File: config.mk
export PLATFORM = sky130hd
export DESIGN_NAME = compacting_id_set_top
export DESIGN_NICKNAME = d
export VERILOG_FILES = /design/src/rtl/core/cis_pkg.sv /design/src/rtl/core/compacting_id_set_top.sv /design/src/rtl/core/cis_cell.sv
export SDC_FILE = /design/constraint.sdc
export NUM_CORES = 1
export LEC_CHECK = 0
export BUFFER_PORTS_ARGS = -buffer_cell sky130_fd_sc_hd__buf_2
export CORE_ASPECT_RATIO = 2
export CORE_MARGIN = 5
export CORE_UTILIZATION = 40
export DETAILED_ROUTE_END_ITERATION = 7
export GPL_TIMING_DRIVEN = 0
export SLEW_MARGIN = 20
export SYNTH_ARGS = -nofsm -noshare
export SYNTH_HDL_FRONTEND = slang
export SYNTH_HIERARCHICAL = 1
export SYNTH_SLANG_ARGS = --single-unit
File: constraint.sdc
create_clock -name aclk -period 16.2 [get_ports aclk]
set_input_delay 0 -clock aclk [delete_from_list [all_inputs] [get_ports aclk]]
set_output_delay 0 -clock aclk [all_outputs]
set_load 0.01 [all_outputs]
File: src/rtl/core/cis_pkg.sv
// Shared types and constants for the compacting identifier set.
package cis_pkg;

    // Fixed field widths of the channels.
    localparam int unsigned ID_W     = 32;
    localparam int unsigned POS_W    = 8;
    localparam int unsigned COUNT_W  = 9;
    localparam int unsigned ACTION_W = 2;

    // The identifier value that marks an empty entry.
    localparam logic [ID_W-1:0] EMPTY_ID = '1;

    // Action codes carried on the input channel.
    localparam logic [ACTION_W-1:0] ACT_ADD   = 2'd0;
    localparam logic [ACTION_W-1:0] ACT_DEL   = 2'd1;
    localparam logic [ACTION_W-1:0] ACT_QUERY = 2'd2;
    localparam logic [ACTION_W-1:0] ACT_READ  = 2'd3;

    // Strobes that the controller broadcasts to every cell of the row.
    typedef struct packed {
        logic cmp_en;   // latch the compare and read select results
        logic add_en;   // the first free cell takes the request id
        logic del_en;   // cells at or after the hit take their right neighbor
    } cis_ctl_t;

endpackage

File: src/rtl/core/compacting_id_set_top.sv
// Top level of the compacting identifier set: controller, cell row and result register.
//
//  Channel | Ports                                       | Direction | Handshake
//  input   | s_action, s_id, s_position                  | in        | s_valid / s_ready
//  result  | m_status, m_found, m_read_id, m_count,      | out       | m_valid / m_ready
//          | m_full_res, m_empty_res                     |           |
//
// Each beat passes through capture, compare in every cell, then update.
// The steps follow from the registered compare in the cell row and the update
// that follows it; one beat is in work at a time.
// The update waits while the result register still holds an untaken beat.
// Synchronous active-low reset empties the set; no clearing pass is needed.
module compacting_id_set_top #(
    parameter int unsigned CAPACITY = 16
) (
    input  logic                         aclk,
    input  logic                         aresetn,
    input  logic                         s_valid,
    output logic                         s_ready,
    input  logic [cis_pkg::ACTION_W-1:0] s_action,
    input  logic signed [cis_pkg::ID_W-1:0] s_id,
    input  logic [cis_pkg::POS_W-1:0]    s_position,
    output logic                         m_valid,
    input  logic                         m_ready,
    output logic                         m_status,
    output logic                         m_found,
    output logic signed [cis_pkg::ID_W-1:0] m_read_id,
    output logic [cis_pkg::COUNT_W-1:0]  m_count,
    output logic                         m_full_res,
    output logic                         m_empty_res
);
    import cis_pkg::*;

    localparam int unsigned CNT_W = $clog2(CAPACITY + 1);

    typedef enum logic [1:0] {S_IDLE, S_CMP, S_UPD} state_t;

    state_t              state_reg;
    logic [ACTION_W-1:0] req_action_reg;
    logic [ID_W-1:0]     req_id_reg;
    logic [POS_W-1:0]    req_pos_reg;
    logic [CNT_W-1:0]    cnt_reg, cnt_next;

    logic                m_valid_reg;
    logic                m_status_reg, m_status_next;
    logic                m_found_reg, m_found_next;
    logic [ID_W-1:0]     m_read_id_reg, m_read_id_next;
    logic [CNT_W-1:0]    m_count_reg;

    cis_ctl_t            ctl;
    logic                out_free;
    logic                upd_go;
    logic                any_match, any_sel;
    logic                id_is_empty, is_full;
    logic                add_ok, del_ok;
    logic [ID_W-1:0]     rd_or;

    logic [CAPACITY-1:0] cell_valid;
    logic [CAPACITY-1:0] cell_match;
    logic [CAPACITY-1:0] cell_sel;
    logic [CAPACITY:0]   seen;
    logic [ID_W-1:0]     cell_entry [CAPACITY];
    logic [ID_W-1:0]     cell_rd    [CAPACITY];

    // Row of cells; each one looks at its left neighbor's valid bit for adds
    // and takes its right neighbor's entry when a delete closes a gap.
    assign seen[0] = 1'b0;
    for (genvar g = 0; g < CAPACITY; g++) begin : g_cell
        logic            prev_v;
        logic            next_v;
        logic [ID_W-1:0] next_e;
        if (g == 0) begin : g_first
            assign prev_v = 1'b1;
        end else begin : g_rest
            assign prev_v = cell_valid[g-1];
        end
        if (g == CAPACITY - 1) begin : g_last
            assign next_v = 1'b0;
            assign next_e = EMPTY_ID;
        end else begin : g_inner
            assign next_v = cell_valid[g+1];
            assign next_e = cell_entry[g+1];
        end
        cis_cell #(.IDX(g)) u_cell (
            .aclk       (aclk),
            .aresetn    (aresetn),
            .ctl        (ctl),
            .req_id     (req_id_reg),
            .req_pos    (req_pos_reg),
            .prev_valid (prev_v),
            .next_valid (next_v),
            .next_entry (next_e),
            .seen_in    (seen[g]),
            .seen_out   (seen[g+1]),
            .valid      (cell_valid[g]),
            .entry      (cell_entry[g]),
            .match      (cell_match[g]),
            .sel        (cell_sel[g]),
            .rd_data    (cell_rd[g])
        );
    end

    // Gather the row's compare and read results.
    always_comb begin
        rd_or = '0;
        for (int i = 0; i < CAPACITY; i++) begin
            rd_or = rd_or | cell_rd[i];
        end
    end
    assign any_match = |cell_match;
    assign any_sel   = |cell_sel;

    // Decide the action.
    assign id_is_empty = (req_id_reg == EMPTY_ID);
    assign is_full     = (cnt_reg == CNT_W'(CAPACITY));
    assign add_ok      = (req_action_reg == ACT_ADD) && !id_is_empty && !any_match && !is_full;
    assign del_ok      = (req_action_reg == ACT_DEL) && !id_is_empty && any_match;

    assign out_free   = !m_valid_reg || m_ready;
    assign upd_go     = (state_reg == S_UPD) && out_free;
    assign ctl.cmp_en = (state_reg == S_CMP);
    assign ctl.add_en = upd_go && add_ok;
    assign ctl.del_en = upd_go && del_ok;
    assign s_ready    = (state_reg == S_IDLE);

    // Result fields for the beat in the update cycle.
    always_comb begin
        cnt_next       = cnt_reg;
        m_status_next  = 1'b0;
        m_found_next   = 1'b0;
        m_read_id_next = EMPTY_ID;
        unique case (req_action_reg)
            ACT_ADD: begin
                m_status_next = !add_ok;
                if (add_ok) begin
                    cnt_next = cnt_reg + CNT_W'(1);
                end
            end
            ACT_DEL: begin
                m_status_next = !del_ok;
                if (del_ok) begin
                    cnt_next = cnt_reg - CNT_W'(1);
                end
            end
            ACT_QUERY: begin
                m_found_next = !id_is_empty && any_match;
            end
            ACT_READ: begin
                if (any_sel) begin
                    m_read_id_next = rd_or;
                end
            end
            default: begin
                m_status_next = 1'b0;
            end
        endcase
    end

    // Controller and result register; a new result beat takes priority over
    // the clear of a beat that leaves in the same cycle.
    always_ff @(posedge aclk) begin
        if (!aresetn) begin
            state_reg   <= S_IDLE;
            cnt_reg     <= '0;
            m_valid_reg <= 1'b0;
        end else begin
            if (upd_go) begin
                m_valid_reg <= 1'b1;
            end else if (m_ready) begin
                m_valid_reg <= 1'b0;
            end
            unique case (state_reg)
                S_IDLE: begin
                    if (s_valid) begin
                        state_reg <= S_CMP;
                    end
                end
                S_CMP: begin
                    state_reg <= S_UPD;
                end
                S_UPD: begin
                    if (out_free) begin
                        state_reg <= S_IDLE;
                        cnt_reg   <= cnt_next;
                    end
                end
                default: begin
                    state_reg <= S_IDLE;
                end
            endcase
        end
    end

    // Payload registers.
    always_ff @(posedge aclk) begin
        if (s_valid && s_ready) begin
            req_action_reg <= s_action;
            req_id_reg     <= s_id;
            req_pos_reg    <= s_position;
        end
        if (upd_go) begin
            m_status_reg  <= m_status_next;
            m_found_reg   <= m_found_next;
            m_read_id_reg <= m_read_id_next;
            m_count_reg   <= cnt_next;
        end
    end

    assign m_valid     = m_valid_reg;
    assign m_status    = m_status_reg;
    assign m_found     = m_found_reg;
    assign m_read_id   = m_read_id_reg;
    assign m_count     = COUNT_W'(m_count_reg);
    assign m_full_res  = (m_count_reg == CNT_W'(CAPACITY));
    assign m_empty_res = (m_count_reg == '0);

endmodule

File: src/rtl/core/cis_cell.sv
// One entry cell of the set: holds an id, compares it and shifts on delete.
module cis_cell #(
    parameter int unsigned IDX = 0
) (
    input  logic                     aclk,
    input  logic                     aresetn,
    input  cis_pkg::cis_ctl_t        ctl,
    input  logic [cis_pkg::ID_W-1:0] req_id,
    input  logic [cis_pkg::POS_W-1:0] req_pos,
    input  logic                     prev_valid,
    input  logic                     next_valid,
    input  logic [cis_pkg::ID_W-1:0] next_entry,
    input  logic                     seen_in,
    output logic                     seen_out,
    output logic                     valid,
    output logic [cis_pkg::ID_W-1:0] entry,
    output logic                     match,
    output logic                     sel,
    output logic [cis_pkg::ID_W-1:0] rd_data
);
    import cis_pkg::*;

    logic            valid_reg, valid_next;
    logic [ID_W-1:0] entry_reg, entry_next;
    logic            match_reg;
    logic            sel_reg;
    logic            shift_en;

    // A delete hit somewhere at or to the left of this cell moves the right
    // neighbor in.
    assign seen_out = seen_in | match_reg;
    assign shift_en = ctl.del_en & seen_out;

    // Next entry state.
    always_comb begin
        valid_next = valid_reg;
        entry_next = entry_reg;
        if (shift_en) begin
            valid_next = next_valid;
            entry_next = next_entry;
        end else if (ctl.add_en && prev_valid && !valid_reg) begin
            valid_next = 1'b1;
            entry_next = req_id;
        end
    end

    // Control state of the cell.
    always_ff @(posedge aclk) begin
        if (!aresetn) begin
            valid_reg <= 1'b0;
            match_reg <= 1'b0;
            sel_reg   <= 1'b0;
        end else begin
            valid_reg <= valid_next;
            if (ctl.cmp_en) begin
                match_reg <= valid_reg && (entry_reg == req_id);
                sel_reg   <= valid_reg && (req_pos == POS_W'(IDX));
            end
        end
    end

    // Stored identifier.
    always_ff @(posedge aclk) begin
        entry_reg <= entry_next;
    end

    assign valid   = valid_reg;
    assign entry   = entry_reg;
    assign match   = match_reg;
    assign sel     = sel_reg;
    assign rd_data = sel_reg ? entry_reg : '0;

endmodule

==> run metrics <==
share of total power in sequential cells 0.496; clock buffers created by TritonCTS 66; power density cells between 80 and 90 nW/um2; Worst R2R Start g_cell[0].u_cell/match; VDD IR-drop max approximately 72 uV; Post-CTS Resized 0; WS Path Type reg -> reg; clock share of power 0.410; largest area contributor in the netlist sky130_fd_sc_hd__edfxtp_1; CTS Root Buffer Type sky130_fd_sc_hd__clkbuf_16; DRC errors left 0; most used standard cell by instance count after synthesis sky130_fd_sc_hd__edfxtp_1; Most used DFF post-synth sky130_fd_sc_hd__edfxtp_1; num rows 162; wirelength, routed 146200 um; net switching component of the power about 0.92 mW; flip-flop count of the largest register, all copies and words added between 500 and 600; share of the core filled with cells in the final layout 0.4670; die footprint 104400 um2; Seq cells post-synth about 650; die width roughly 230 um; crit end category register; Worst Max-Slew Pin Slew 1.282 ns; routing usage on met2 0.5019; biggest fanout along the worst timing path 23; worst hold path type in -> reg; placeable core region 97290 um2; Lkg Pwr roughly 16 nW; Sw Share 0.2441; number of fill cells about 8900; met1 capacity usage during global routing 0.2465; num ports 93; initial standard-cell utilization of the core 0.4016; Max transition margin 0.1390; clock tree from TritonCTS done; maximum frequency from static timing analysis ~170 MHz; H-Tree Level Count 3; Worst R2R Setup Slack around 10 ns; antenna violations before repair 4; number of port buffers 88; number of detailed-route iterations in the first pass 5; final slew viol count 0; 1st-iter DRT viols between 1500 and 2000; Clock Path Buffers 3; placed wire-length estimate after detailed placement 117700 um; number of warnings printed during yosys synthesis 6; number of placed instances with taps included ~4400; Hold Path Origin s_id[3]; fraction of synthesized cell area taken by the top area cell type 0.4557; signal arrival time at the worst endpoint 6.16 ns; final critical-path setup slack between 10 and 15 ns; launching element type of the critical path register; relative contribution of combinational cells to total power 0.093; crit path time final between 5 and 6 ns; top post-synthesis cells by area sky130_fd_sc_hd__edfxtp_1, sky130_fd_sc_hd__xnor2_1, sky130_fd_sc_hd__mux2_4; average via count per standard cell about 5.5; outcome finished clean; CTS sink cnt ~650; layout overhead on the synthesized area 16.27%; RSZ-0062 raised after global routing no; EDFF count, synth 593; Internal Power between 2 and 3 mW; count of non-filler cells in the finished layout 4591; Synth top cells by count sky130_fd_sc_hd__edfxtp_1, sky130_fd_sc_hd__and2_1, sky130_fd_sc_hd__xnor2_1; number of different library cells in the post-synthesis netlist 59; sequential-to-total area share from yosys stat 0.4844; critical path launch point g_cell[0].u_cell/match; number of max-cap violations 0; number of global-route vias before repair between 20000 and 30000; final estimated routing congestion in global placement 1.045; Worst Path Required 16.61 ns; Final Skew approximately 0.026 ns; Cell Area, Synth around 39000 um2; Clock transition at path regs 0.07 ns; remaining global-route overflow 0; count of nets left with antenna violations after detail routing 0; Net count, final approximately 3400; vertical die dimension between 400 and 500 um; grt peak-use layer met2; synthesized instance count between 2000 and 3000; vias after detailed routing 25150; GR Layer Usage met3 0.03028; worst skew pair latency between 0.6 and 0.7 ns; part of the cycle the worst path needs 0.3551; Post-Syn Area per Cell 13.06 um2; worst-case setup slack after placement around 10 ns; Setup-failing EPs final 0; Hold Fails Final Rpt 0; layout cells sized above 1 0.2633; wire length of the first global-routing pass approximately 200000 um; WL per Instance around 32 um; total global-route track usage 0.2751; Sum Neg Setup Slack 0 ns; pin count of the biggest net entering global routing between 40 and 50; post-synthesis async set-or-reset flop share 0
## worst max-delay path: stages, from the launching register on
cell,delay (ns)
sky130_fd_sc_hd__dfxtp_1,0.34
sky130_fd_sc_hd__or2_2,0.34
sky130_fd_sc_hd__or2_1,0.27
sky130_fd_sc_hd__or2_1,0.28
sky130_fd_sc_hd__or2_1,0.27
sky130_fd_sc_hd__or2_4,0.27
sky130_fd_sc_hd__or2_4,0.27
sky130_fd_sc_hd__or2_4,0.26
sky130_fd_sc_hd__or2_1,0.31
sky130_fd_sc_hd__or2_4,0.29
sky130_fd_sc_hd__or2_4,0.27
sky130_fd_sc_hd__or2_4,0.26
sky130_fd_sc_hd__or2_1,0.26
sky130_fd_sc_hd__or2_4,0.28
sky130_fd_sc_hd__or2_4,0.27
sky130_fd_sc_hd__or2_4,0.27
sky130_fd_sc_hd__or2_4,0.26
sky130_fd_sc_hd__nand2_8,0.13
sky130_fd_sc_hd__buf_12,0.17
sky130_fd_sc_hd__o21ai_4,0.15
sky130_fd_sc_hd__buf_16,0.21
## cell usage in the layout, fill, tap and decap left out, types with 12 or more instances in the layout
cell and count:
sky130_fd_sc_hd__o21ai_4 16, sky130_fd_sc_hd__mux2_2 232, sky130_fd_sc_hd__nand4_1 143, sky130_fd_sc_hd__mux2_1 13
sky130_fd_sc_hd__nand3_1 23, sky130_fd_sc_hd__nand4b_1 12, sky130_fd_sc_hd__nor4_1 172, sky130_fd_sc_hd__clkbuf_16 69
sky130_fd_sc_hd__nand2_1 78, sky130_fd_sc_hd__buf_16 23, sky130_fd_sc_hd__nor3_1 21, sky130_fd_sc_hd__buf_2 87
sky130_fd_sc_hd__xnor2_1 461, sky130_fd_sc_hd__edfxtp_1 593, sky130_fd_sc_hd__buf_12 33, sky130_fd_sc_hd__o21ai_0 18
sky130_fd_sc_hd__buf_6 13, sky130_fd_sc_hd__dlygate4sd3_1 49, sky130_fd_sc_hd__mux2_4 270, sky130_fd_sc_hd__and4_1 32
sky130_fd_sc_hd__conb_1 39, sky130_fd_sc_hd__buf_8 47, sky130_fd_sc_hd__xor2_1 50, sky130_fd_sc_hd__and2_1 516
sky130_fd_sc_hd__o211a_1 16, sky130_fd_sc_hd__clkbuf_1 75, sky130_fd_sc_hd__nand3b_1 17, sky130_fd_sc_hd__dfxtp_1 56
## per-stage QoR
| step | hold WS, ns | power [mW] | area [um2] |
|---|---|---|---|
| after floorplan | 0.09887 | 2.093 | 39220 |
| after CTS | 0.0006636 | 3.788 | 45370 |
| after global placement | 0.1772 | 2.213 | 41190 |
| after detailed placement | 0.1781 | 2.237 | 42840 |
| after global routing | 0.03056 | 3.865 | 45420 |
| final | 0.04661 | 3.762 | 45430 |
## routing by layer
layer	up-vias	part of all wire
met1	12370	0.31
met2	727	0.52
met4	0	0.14
met5	-	0
met3	415	0.027
li1	11640	-
## final timing paths
kind,endpoint,cells past startpoint
max,g_cell[15].u_cell/entry[13],20
min,req_id_reg[3],2
max reg2reg,g_cell[15].u_cell/entry[13],20
min reg2reg,g_cell[2].u_cell/match,2
## what timing repair did
item | in CTS | in global routing
buffers inserted | 0 | 0
hold endpoints to repair | 88 | 0
hold buffers | 49 | 0
## layout make-up
class / instances / area [um2] / share of cell area
diodes: 8 / 20.02 / 0.0004406
plain buffers: 106 / 1017 / 0.02239
clock buffers: 99 / 1929 / 0.04246
clock inverters: 16 / 111.4 / 0.002451
inverters: 8 / 32.53 / 0.0007160
multi-input cells: 2265 / 19530 / 0.4297
flip-flops and latches: 649 / 18930 / 0.4166
well taps: 1230 / 1539 / 0.03387
repair buffers: 210 / 2332 / 0.05133
## power by group through the flow
| stage | Clock (mW) | Sequential [mW] | Combinational (mW) |
|---|---|---|---|
| detailed placement | 0 | 1.90 | 0.333 |
| CTS | 1.58 | 1.87 | 0.343 |
| finish | 1.54 | 1.87 | 0.352 |
| global route | 1.64 | 1.87 | 0.361 |
| global placement | 0 | 1.95 | 0.265 |
| floorplan | 0 | 1.92 | 0.171 |
## logic make-up after synthesis
family / count (synthesis) / synth area share
adders and majority gates: 2 / 0.0006403
other: 2 / 0.0001922
muxes: 518 / 0.1751
and+or+nand+nor: 1109 / 0.1831
AOI/OAI and AO/OA: 80 / 0.01386
xor gates and xnor gates: 517 / 0.1159
buffers and inverters: 114 / 0.02680
DFF: 649 / 0.4844
Power figures use the tool's default switching activity.
